### config.mk
export PLATFORM = sky130hd
export DESIGN_NAME = config_register_block_with_uart
export DESIGN_NICKNAME = d
export VERILOG_FILES = /design/src/design/crb_pkg.sv /design/src/design/crb_rxq.sv /design/src/design/crb_wregs.sv /design/src/design/config_register_block_with_uart.sv
export SDC_FILE = /design/constraint.sdc
export NUM_CORES = 2
export LEC_CHECK = 0
export ABC_CLOCK_PERIOD_IN_PS = 14400
export BUFFER_PORTS_ARGS = -buffer_cell sky130_fd_sc_hd__buf_2
export CORE_ASPECT_RATIO = 1.75
export CORE_MARGIN = 10
export CORE_UTILIZATION = 45
export CTS_CLUSTER_DIAMETER = 150
export DETAILED_ROUTE_END_ITERATION = 12
export PLACE_DENSITY = 0.6
export SYNTH_ARGS = -nofsm -noshare
export SYNTH_HDL_FRONTEND = slang
export SYNTH_SLANG_ARGS = --single-unit
export TNS_END_PERCENT = 5
### constraint.sdc
create_clock -name clock -period 14.4 [get_ports clock]
set_clock_uncertainty 0.2 [all_clocks]
set_input_delay 2.16 -clock clock [delete_from_list [all_inputs] [get_ports clock]]
set_output_delay 2.16 -clock clock [all_outputs]
set_load 0.01 [all_outputs]
### src/design/crb_pkg.sv
// crb_pkg: shared types, codes, sizes, reset values and the store rewrite
// function for the configuration register block; used by every module
`default_nettype none

package crb_pkg;

   localparam int RX_DEPTH  = 16;
   localparam int RX_PTR_W  = (RX_DEPTH > 1) ? $clog2(RX_DEPTH) : 1;
   localparam int RX_CNT_W  = $clog2(RX_DEPTH + 1);
   localparam int NUM_WREGS = 22;
   localparam int SEL_W     = 5;
   localparam int WORD_W    = 32;
   localparam int BYTE_W    = 8;

   localparam logic [SEL_W-1:0] SEL_NUM       = 5'd11;
   localparam logic [SEL_W-1:0] SEL_TIMER     = 5'd16;
   localparam logic [SEL_W-1:0] SEL_IO_SIMU   = 5'd17;
   localparam logic [SEL_W-1:0] SEL_VUART     = 5'd18;
   localparam logic [SEL_W-1:0] SEL_SIMU_FLAG = 5'd19;
   localparam logic [SEL_W-1:0] SEL_TRACE     = 5'd20;
   localparam logic [SEL_W-1:0] SEL_MONITOR   = 5'd21;
   localparam logic [SEL_W-1:0] SEL_STATUS    = 5'd22;
   localparam logic [SEL_W-1:0] SEL_RX        = 5'd23;
   localparam logic [SEL_W-1:0] SEL_TX        = 5'd24;
   localparam logic [SEL_W-1:0] SEL_LED       = 5'd8;
   localparam logic [SEL_W-1:0] SEL_SWITCH    = 5'd12;
   localparam logic [SEL_W-1:0] SEL_SW_INTER  = 5'd15;

   localparam logic [WORD_W-1:0] TX_BYTE_MASK = 32'h0000_00ff;

   typedef enum logic [1:0] {
      CMD_TICK  = 2'd0,
      CMD_LOAD  = 2'd1,
      CMD_STORE = 2'd2,
      CMD_PUSH  = 2'd3
   } cmd_type;

   typedef enum logic [2:0] {
      ST_OK      = 3'd0,
      ST_UNKNOWN = 3'd1,
      ST_RO      = 3'd2,
      ST_TX_MASK = 3'd3,
      ST_RX_FULL = 3'd4
   } status_type;

   typedef struct packed {
      logic              vu_written;
      logic [BYTE_W-1:0] vu_byte;
      logic [WORD_W-1:0] number;
      logic              trace;
      logic              monitor;
   } ctx_type;

   typedef struct packed {
      logic              tick;
      logic              store;
      logic [SEL_W-1:0]  idx;
      logic [WORD_W-1:0] wdata;
   } wreg_ctrl_type;

   typedef struct packed {
      logic              push;
      logic              pop;
      logic [BYTE_W-1:0] wbyte;
   } rxq_ctrl_type;

   typedef struct packed {
      logic              empty;
      logic              one;
      logic              full;
      logic [BYTE_W-1:0] front;
   } rxq_stat_type;

   function automatic logic [WORD_W-1:0] wreg_reset(input logic [SEL_W-1:0] idx);
      logic [WORD_W-1:0] v;
      v = '0;
      case (idx)
         SEL_LED:       v = 32'h0000_ffff;
         SEL_SWITCH:    v = 32'h0000_00ff;
         SEL_SW_INTER:  v = 32'h0000_aaaa;
         SEL_SIMU_FLAG: v = 32'hffff_ffff;
         SEL_TRACE:     v = 32'h0000_0001;
         SEL_MONITOR:   v = 32'h0000_0001;
         default:       v = '0;
      endcase
      return v;
   endfunction

   function automatic logic [WORD_W-1:0] store_xform(input logic [SEL_W-1:0] idx,
                                                     input logic [WORD_W-1:0] d);
      logic [WORD_W-1:0] v;
      v = d;
      case (idx)
         SEL_VUART:     v = d & 32'h0000_00ff;
         SEL_SIMU_FLAG: v = 32'hffff_ffff;
         SEL_IO_SIMU:   v = {d[15:0], d[31:16]};
         SEL_TRACE:     v = {31'd0, (d != '0)};
         SEL_MONITOR:   v = {31'd0, d[0]};
         default:       v = d;
      endcase
      return v;
   endfunction

endpackage

`default_nettype wire

### src/design/crb_rxq.sv
// crb_rxq: receive byte queue, circular buffer with head pointer and fill count
// depends on crb_pkg
`default_nettype none

module crb_rxq (
   input  wire                   clock,
   input  wire                   reset,
   input  crb_pkg::rxq_ctrl_type ctrl,
   output crb_pkg::rxq_stat_type stat
);

   localparam int SUM_W = crb_pkg::RX_CNT_W + 1;
   localparam logic [crb_pkg::RX_CNT_W-1:0] RX_CNT_ONE = crb_pkg::RX_CNT_W'(1);

   logic [crb_pkg::BYTE_W-1:0]   mem_ff [crb_pkg::RX_DEPTH];
   logic [crb_pkg::RX_PTR_W-1:0] head_ff, head_in;
   logic [crb_pkg::RX_CNT_W-1:0] count_ff, count_in;
   logic [SUM_W-1:0]             tail_sum, tail_wrap;
   logic [crb_pkg::RX_PTR_W-1:0] tail;

   always_comb begin
      tail_sum  = SUM_W'(head_ff) + SUM_W'(count_ff);
      tail_wrap = (tail_sum >= SUM_W'(crb_pkg::RX_DEPTH)) ?
                  tail_sum - SUM_W'(crb_pkg::RX_DEPTH) : tail_sum;
      tail      = tail_wrap[crb_pkg::RX_PTR_W-1:0];
   end

   always_comb begin
      stat.empty = (count_ff == '0);
      stat.one   = (count_ff == RX_CNT_ONE);
      stat.full  = (count_ff == crb_pkg::RX_CNT_W'(crb_pkg::RX_DEPTH));
      stat.front = mem_ff[head_ff];
   end

   always_comb begin
      head_in  = head_ff;
      count_in = count_ff;
      if (ctrl.pop && !stat.empty) begin
         head_in  = (head_ff == crb_pkg::RX_PTR_W'(crb_pkg::RX_DEPTH - 1)) ?
                    '0 : head_ff + 1'b1;
         count_in = count_ff - 1'b1;
      end else if (ctrl.push && !stat.full) begin
         count_in = count_ff + 1'b1;
      end
   end

   always_ff @(posedge clock) begin
      if (reset) begin
         head_ff  <= '0;
         count_ff <= '0;
      end else begin
         head_ff  <= head_in;
         count_ff <= count_in;
      end
   end

   always_ff @(posedge clock) begin
      if (ctrl.push && !stat.full) begin
         mem_ff[tail] <= ctrl.wbyte;
      end
   end

`ifndef SYNTH
   a_count_range: assert property (@(posedge clock) disable iff (reset)
      count_ff <= crb_pkg::RX_CNT_W'(crb_pkg::RX_DEPTH))
      else $error("rx count beyond depth");
   a_full_drop: assert property (@(posedge clock) disable iff (reset)
      ctrl.push && !ctrl.pop && stat.full |=> $stable(count_ff) && $stable(head_ff))
      else $error("push into full queue changed it");
   a_pop_moves: assert property (@(posedge clock) disable iff (reset)
      ctrl.pop && !stat.empty |=> count_ff == $past(count_ff) - 1'b1)
      else $error("pop did not drop count");
`endif

endmodule

`default_nettype wire

### src/design/crb_wregs.sv
// crb_wregs: the word registers, their pending stores and the tick timer
// depends on crb_pkg
`default_nettype none

module crb_wregs (
   input  wire                           clock,
   input  wire                           reset,
   input  crb_pkg::wreg_ctrl_type        ctrl,
   output logic [crb_pkg::WORD_W-1:0]    rd_data
);

   logic [crb_pkg::WORD_W-1:0] word_regs_ff [crb_pkg::NUM_WREGS];
   logic [crb_pkg::WORD_W-1:0] word_regs_in [crb_pkg::NUM_WREGS];
   logic [crb_pkg::WORD_W-1:0] pend_vals_ff [crb_pkg::NUM_WREGS];
   logic [crb_pkg::NUM_WREGS-1:0] pend_flags_ff, pend_flags_in;
   logic [crb_pkg::WORD_W-1:0] store_val;

   assign store_val = crb_pkg::store_xform(ctrl.idx, ctrl.wdata);

   always_comb begin
      rd_data = '0;
      if (ctrl.idx < crb_pkg::SEL_W'(crb_pkg::NUM_WREGS)) begin
         rd_data = word_regs_ff[ctrl.idx];
      end
   end

   // tick commits pending words, then the timer counts on top of any commit
   always_comb begin
      pend_flags_in = pend_flags_ff;
      for (int i = 0; i < crb_pkg::NUM_WREGS; i++) begin
         word_regs_in[i] = (ctrl.tick && pend_flags_ff[i]) ? pend_vals_ff[i] : word_regs_ff[i];
         if (ctrl.tick && (crb_pkg::SEL_W'(i) == crb_pkg::SEL_TIMER)) begin
            word_regs_in[i] = word_regs_in[i] + 1'b1;
         end
      end
      if (ctrl.tick) begin
         pend_flags_in = '0;
      end else if (ctrl.store && ctrl.idx < crb_pkg::SEL_W'(crb_pkg::NUM_WREGS)) begin
         pend_flags_in[ctrl.idx] = 1'b1;
      end
   end

   always_ff @(posedge clock) begin
      if (reset) begin
         pend_flags_ff <= '0;
         for (int i = 0; i < crb_pkg::NUM_WREGS; i++) begin
            word_regs_ff[i] <= crb_pkg::wreg_reset(crb_pkg::SEL_W'(i));
         end
      end else begin
         pend_flags_ff <= pend_flags_in;
         for (int i = 0; i < crb_pkg::NUM_WREGS; i++) begin
            word_regs_ff[i] <= word_regs_in[i];
         end
      end
   end

   always_ff @(posedge clock) begin
      if (ctrl.store && ctrl.idx < crb_pkg::SEL_W'(crb_pkg::NUM_WREGS)) begin
         pend_vals_ff[ctrl.idx] <= store_val;
      end
   end

`ifndef SYNTH
   a_tick_clears: assert property (@(posedge clock) disable iff (reset)
      ctrl.tick |=> pend_flags_ff == '0)
      else $error("pending flags survive a tick");
   a_timer_counts: assert property (@(posedge clock) disable iff (reset)
      ctrl.tick && !pend_flags_ff[crb_pkg::SEL_TIMER]
      |=> word_regs_ff[crb_pkg::SEL_TIMER] == $past(word_regs_ff[crb_pkg::SEL_TIMER]) + 1'b1)
      else $error("timer did not advance");
   a_store_defers: assert property (@(posedge clock) disable iff (reset)
      !ctrl.tick |=> word_regs_ff[crb_pkg::SEL_NUM] == $past(word_regs_ff[crb_pkg::SEL_NUM]))
      else $error("word changed outside a tick");
`endif

endmodule

`default_nettype wire

### src/design/config_register_block_with_uart.sv
// config_register_block_with_uart: top level, command decode, contexts, transmit
// byte and result register; uses crb_pkg, crb_wregs and crb_rxq
// a word's result is in the result register in the cycle after acceptance
// throughput: one word per cycle; req_ready drops only while a result is stalled
// reset: synchronous, clears control, queue pointers, contexts and restores the
// listed word register values; no clearing pass
`default_nettype none

module config_register_block_with_uart (
   input  wire         clock,
   input  wire         reset,
   input  wire         req_valid,
   output logic        req_ready,
   input  wire  [1:0]  req_cmd,
   input  wire  [4:0]  req_reg_sel,
   input  wire  [31:0] req_write_data,
   input  wire  [31:0] req_write_mask,
   output logic        rsp_valid,
   input  wire         rsp_ready,
   output logic [31:0] rsp_read_data,
   output logic [2:0]  rsp_status,
   output logic        rsp_tx_valid,
   output logic [7:0]  rsp_tx_byte,
   output logic        rsp_vuart_valid,
   output logic [7:0]  rsp_vuart_byte,
   output logic [31:0] rsp_num_display,
   output logic        rsp_trace_enable,
   output logic        rsp_num_monitor_enable
);

   logic                   accept;
   crb_pkg::cmd_type       cmd;
   crb_pkg::wreg_ctrl_type wctrl;
   crb_pkg::rxq_ctrl_type  rctrl;
   crb_pkg::rxq_stat_type  rstat;
   logic [31:0]            wreg_rd;

   logic rx_avail_ff, rx_avail_in;
   logic rx_fetched_ff, rx_fetched_in;
   logic tx_pending_ff, tx_pending_in;
   logic [7:0] tx_hold_ff, tx_hold_in;
   crb_pkg::ctx_type live_ff, live_in, snap_ff, snap_in;

   logic [31:0]            rd;
   crb_pkg::status_type    st;
   logic                   txv;
   logic [7:0]             txb;

   logic                   rsp_valid_ff, rsp_valid_in;
   logic [31:0]            read_data_ff;
   crb_pkg::status_type    status_ff;
   logic                   tx_valid_ff;
   logic [7:0]             tx_byte_ff;
   crb_pkg::ctx_type       out_ctx_ff;

   assign req_ready = !rsp_valid_ff || rsp_ready;
   assign accept    = req_valid && req_ready;
   assign cmd       = crb_pkg::cmd_type'(req_cmd);

   crb_wregs u_wregs (
      .clock   (clock),
      .reset   (reset),
      .ctrl    (wctrl),
      .rd_data (wreg_rd)
   );

   crb_rxq u_rxq (
      .clock (clock),
      .reset (reset),
      .ctrl  (rctrl),
      .stat  (rstat)
   );

   always_comb begin
      wctrl.tick  = 1'b0;
      wctrl.store = 1'b0;
      wctrl.idx   = req_reg_sel;
      wctrl.wdata = req_write_data;
      rctrl.push  = 1'b0;
      rctrl.pop   = 1'b0;
      rctrl.wbyte = req_write_data[7:0];
      rd            = '0;
      st            = crb_pkg::ST_OK;
      txv           = 1'b0;
      txb           = '0;
      rx_avail_in   = rx_avail_ff;
      rx_fetched_in = rx_fetched_ff;
      tx_pending_in = tx_pending_ff;
      tx_hold_in    = tx_hold_ff;
      live_in       = live_ff;
      snap_in       = snap_ff;
      unique case (cmd)
         crb_pkg::CMD_TICK: begin
            wctrl.tick    = accept;
            rctrl.pop     = accept && rx_fetched_ff;
            txv           = tx_pending_ff;
            txb           = tx_pending_ff ? tx_hold_ff : '0;
            snap_in       = live_ff;
            // avail reflects the count left after any pop on this tick
            rx_avail_in   = !rstat.empty && !(rx_fetched_ff && rstat.one);
            tx_pending_in = 1'b0;
            rx_fetched_in = 1'b0;
            live_in.vu_written = 1'b0;
         end
         crb_pkg::CMD_LOAD: begin
            if (req_reg_sel < crb_pkg::SEL_W'(crb_pkg::NUM_WREGS)) begin
               rd = wreg_rd;
            end else if (req_reg_sel == crb_pkg::SEL_STATUS) begin
               rd = {31'd0, rx_avail_ff};
            end else if (req_reg_sel == crb_pkg::SEL_RX) begin
               if (rx_avail_ff && !rstat.empty) begin
                  rd            = {24'd0, rstat.front};
                  rx_fetched_in = 1'b1;
               end
            end else begin
               st = crb_pkg::ST_UNKNOWN;
            end
         end
         crb_pkg::CMD_STORE: begin
            if (req_reg_sel < crb_pkg::SEL_W'(crb_pkg::NUM_WREGS)) begin
               wctrl.store = accept;
               if (req_reg_sel == crb_pkg::SEL_VUART) begin
                  live_in.vu_written = 1'b1;
                  live_in.vu_byte    = req_write_data[7:0];
               end else if (req_reg_sel == crb_pkg::SEL_NUM) begin
                  live_in.number = req_write_data;
               end else if (req_reg_sel == crb_pkg::SEL_TRACE) begin
                  live_in.trace = (req_write_data != '0);
               end else if (req_reg_sel == crb_pkg::SEL_MONITOR) begin
                  live_in.monitor = req_write_data[0];
               end
            end else if (req_reg_sel == crb_pkg::SEL_STATUS) begin
               st = crb_pkg::ST_RO;
            end else if (req_reg_sel == crb_pkg::SEL_TX) begin
               if (req_write_mask == crb_pkg::TX_BYTE_MASK) begin
                  tx_pending_in = 1'b1;
                  tx_hold_in    = req_write_data[7:0];
               end else begin
                  st = crb_pkg::ST_TX_MASK;
               end
            end else begin
               st = crb_pkg::ST_UNKNOWN;
            end
         end
         crb_pkg::CMD_PUSH: begin
            if (rstat.full) begin
               st = crb_pkg::ST_RX_FULL;
            end else begin
               rctrl.push = accept;
            end
         end
         default: begin
            st = crb_pkg::ST_OK;
         end
      endcase
      rsp_valid_in = accept || (rsp_valid_ff && !rsp_ready);
   end

   always_ff @(posedge clock) begin
      if (reset) begin
         rsp_valid_ff  <= 1'b0;
         rx_avail_ff   <= 1'b0;
         rx_fetched_ff <= 1'b0;
         tx_pending_ff <= 1'b0;
         tx_hold_ff    <= '0;
         live_ff       <= '0;
         snap_ff       <= '0;
      end else begin
         rsp_valid_ff <= rsp_valid_in;
         if (accept) begin
            rx_avail_ff   <= rx_avail_in;
            rx_fetched_ff <= rx_fetched_in;
            tx_pending_ff <= tx_pending_in;
            tx_hold_ff    <= tx_hold_in;
            live_ff       <= live_in;
            snap_ff       <= snap_in;
         end
      end
   end

   // result word, loaded only on acceptance
   always_ff @(posedge clock) begin
      if (accept) begin
         read_data_ff <= rd;
         status_ff    <= st;
         tx_valid_ff  <= txv;
         tx_byte_ff   <= txb;
         out_ctx_ff   <= snap_in;
      end
   end

   assign rsp_valid              = rsp_valid_ff;
   assign rsp_read_data          = read_data_ff;
   assign rsp_status             = status_ff;
   assign rsp_tx_valid           = tx_valid_ff;
   assign rsp_tx_byte            = tx_byte_ff;
   assign rsp_vuart_valid        = out_ctx_ff.vu_written;
   assign rsp_vuart_byte         = out_ctx_ff.vu_byte;
   assign rsp_num_display        = out_ctx_ff.number;
   assign rsp_trace_enable       = out_ctx_ff.trace;
   assign rsp_num_monitor_enable = out_ctx_ff.monitor;

`ifndef SYNTH
   a_tx_on_tick: assert property (@(posedge clock) disable iff (reset)
      rsp_valid_ff && tx_valid_ff |-> status_ff == crb_pkg::ST_OK && read_data_ff == '0)
      else $error("transmit byte on a non-tick word");
   a_stall_blocks: assert property (@(posedge clock) disable iff (reset)
      rsp_valid_ff && !rsp_ready |-> !req_ready)
      else $error("word taken while result stalled");
   a_tick_clears_tx: assert property (@(posedge clock) disable iff (reset)
      accept && cmd == crb_pkg::CMD_TICK |=> !tx_pending_ff && !rx_fetched_ff)
      else $error("tick left transmit or fetch pending");
   a_fetch_needs_avail: assert property (@(posedge clock) disable iff (reset)
      $rose(rx_fetched_ff) |-> rx_avail_ff && !rstat.empty)
      else $error("fetch without a byte");
`endif

endmodule

`default_nettype wire

==> impl_metrics.env <==
export IMPL_area_growth_synth_to_final_pct=11.9
export IMPL_crit_family="buffers and inverters"
export IMPL_synthCells=4059
export IMPL_p_leak_nw=27.2
export IMPL_cts_resized=0
export IMPL_io_pins=164
export IMPL_viasPerCell=5.80
export IMPL_hp_class="reg2reg"
export IMPL_drive_above_1_share_pct=19.6
export IMPL_nFillCells=12200
export IMPL_ir_drop_v=0.000116
export IMPL_grt_pass1_wl_mm=258
export IMPL_root_buffer="clkbuf_16"
export IMPL_start_kind="input pin"
export IMPL_min_period_over_period_pct=40.7
export IMPL_hold_viol=0
export IMPL_antenna_found_initial=5
export IMPL_fp_dieW_um=314
export IMPL_avgSynthCellArea_um2=16.8
export IMPL_maxCapViolations=0
export IMPL_cp_required_ns=14.72
export IMPL_portBuffers=163
export IMPL_synth_edf_count=1591
export IMPL_clock_latency_ns=0.77
export IMPL_cts_setup_buffers=0
export IMPL_cts_buffers=147
export IMPL_ys_ff_latch=1756
export IMPL_synth_cell_type_count=67
export IMPL_multiInputGateArea_um2=16000
export IMPL_fmax_mhz=170
export IMPL_cts_num_sinks=1756
export IMPL_synth_seq_area_share_pct=75.0
export IMPL_avgRoutedWirePerCell_um=28.3
export IMPL_grt_overflow_total=0
export IMPL_grt_max_degree=104
export IMPL_slew_headroom_pct=18.5
export IMPL_route_antenna_remaining_nets=0
export IMPL_htree_num_levels=4
export IMPL_worst_ep_arrival_time_ns=6.18
export IMPL_cts_tree="built"
export IMPL_tightest_slew_ns=1.22
export IMPL_path_class="in2reg"
export IMPL_synth_ff_type="edfxtp_1"
export IMPL_cts_buffer_depth=3
export IMPL_endpoint_kind="flip-flop"
export IMPL_die_h_um=535
export IMPL_initial_core_util_pct=45.3
export IMPL_cts_clk_slew_worst_paths_ns=0.06
export IMPL_dpl_cell_count=6054
export IMPL_core_area_um2=150000
export IMPL_gp_congestion=0.894
export IMPL_final_cell_mix="edfxtp_1, and3_1, nand2_1"
export IMPL_final_common_cell="edfxtp_1"
export IMPL_critical_path_buf_inv_count=6
export IMPL_path_cells="buf_2 > nor2b_2 > inv_2 > nand2_1 > inv_4 > nand2_1 > nor2_4 > buf_4 > buf_4 > buf_4 > nand2_1 > or2_2"
export IMPL_syn_area_um2=68100
export IMPL_slowest_stage="buf_4"
export IMPL_grt_total_usage_pct=21.0
export IMPL_ys_async_sr_fraction_pct=0
export IMPL_die_area_um2=168000
export IMPL_grt_pass1_vias=37400
export IMPL_status="complete, no violations"
export IMPL_p_per_area_nw_per_um2=134
export IMPL_seq_area_um2=51100
export IMPL_place_hpwl_mm=112
export IMPL_nets=4293
export IMPL_rsz0062_at_grt="no"
export IMPL_final_cells=6323
export IMPL_cp_max_fo=101
export IMPL_maxSlewViolCount=0
export IMPL_setup_viol=0
export IMPL_routed_via_count=36700
export IMPL_num_rows=188
export IMPL_ctsHoldBuffers=0
export IMPL_final_setup_tns_ns=0
export IMPL_dr_pass1_iters=7
export IMPL_synth_warnings=0
export IMPL_cpPeakStageDelay_ns=0.76
export IMPL_drcViolationCount=0
export IMPL_drt_iter0_drc=3239
export IMPL_layout_min_cycle_time_ns=5.87
export IMPL_syn_nets=4144
export IMPL_drt_wl_total_mm=179
==> cell usage after synthesis, types with 43 or more instances <==
| library cell | n | area, µm² |
|---|---|---|
| mux2_2 | 48 | 541 |
| edfxtp_1 | 1591 | 47800 |
| buf_2 | 49 | 245 |
| or2_2 | 70 | 438 |
| mux2i_1 | 114 | 1140 |
| mux4_2 | 189 | 4260 |
| o21ai_0 | 47 | 235 |
| nor2_1 | 102 | 383 |
| nor3_1 | 43 | 215 |
| a21oi_1 | 110 | 551 |
| nor2b_1 | 135 | 845 |
| clkbuf_1 | 195 | 732 |
| and3_1 | 530 | 3320 |
| dfxtp_1 | 165 | 3300 |
| nand2_1 | 274 | 1030 |
==> final timing paths <==
path / from / slack, ns / cells past startpoint / to
max reg2reg: rsp_valid / 9.59 / 11 / u_wregs.word_regs_ff[15][13]
min reg2reg: snap_ff[15] / 0.25 / 2 / snap_ff[15]
min: snap_ff[15] / 0.25 / 2 / snap_ff[15]
max: rsp_ready / 8.53 / 12 / u_wregs.word_regs_ff[15][13]
==> power breakdown <==
group	internal, mW	switching (mW)
clock network	2.29	1.81
registers	5.65	0.0275
logic	0.132	0.340
==> stage by stage <==
stage / hold slack [ns] / power (mW) / util, % / setup slack [ns] / cell area, µm²
2_1_floorplan: 0.233 / 6.03 / - / 8.05 / 68100
3_5_place_dp: 0.247 / 6.27 / 47.5 / 7.73 / 71300
4_1_cts: 0.255 / 10.3 / 50.7 / 8.57 / 76200
6_report: 0.253 / 10.2 / 50.7 / 8.53 / 76200
5_1_grt: 0.274 / 10.5 / 50.7 / 8.26 / 76200
3_3_place_gp: 0.238 / 6.26 / 47.5 / 7.79 / 71300
==> layout make-up <==
type,count,share of cell area (%)
antenna,3,0.00985
clock buffer,193,5.29
clock inverter,73,1.14
inverter,8,0.0427
multi-input combinational,2020,21.0
sequential,1756,67.0
tap,1995,3.27
timing repair buffer,275,2.22
==> registers in the layout, summed over array words and instances, names as in the netlist, 3 cells and up, named ones only <==
signal                 flops
rsp_tx_byte                8
live_ff                   43
u_rxq.mem_ff             128
u_wregs.pend_flags_ff     22
u_wregs.word_regs_ff     704
rsp_num_display           32
u_wregs.pend_vals_ff     704
u_rxq.count_ff             5
rsp_vuart_byte             8
rsp_read_data             32
u_rxq.head_ff              4
rsp_status                 3
snap_ff                   43
tx_hold_ff                 8
==> logic make-up after synthesis <==
| kind of cell | share of synthesized area (%) |
|---|---|
| xor+xnor | 0.437 |
| simple gates | 10.3 |
| flops | 75.0 |
| compound gates | 3.69 |
| buf+inv | 1.70 |
| mux | 8.72 |
| fa+ha+maj | 0.195 |
==> worst reg2reg max path, cell delays in order, from the launching register on <==
cell and delay [ns]:
dfxtp_1 0.32, nor2b_2 0.26, inv_2 0.17, nand2_1 0.22, inv_4 0.51, nand2_1 0.23
nor2_4 0.11, buf_4 0.35, buf_4 0.74, buf_4 0.76, nand2_1 0.37, or2_2 0.35
==> metal layers <==
metal,vias up,part of all wire [%],GRT usage (%)
met3,345,5.3,3.27
met4,0,3.9,8.09
li1,16000,-,-
met1,19100,36,23.7
met5,-,0,0
met2,1203,55,39.2
(Power assumes the default switching activity.)
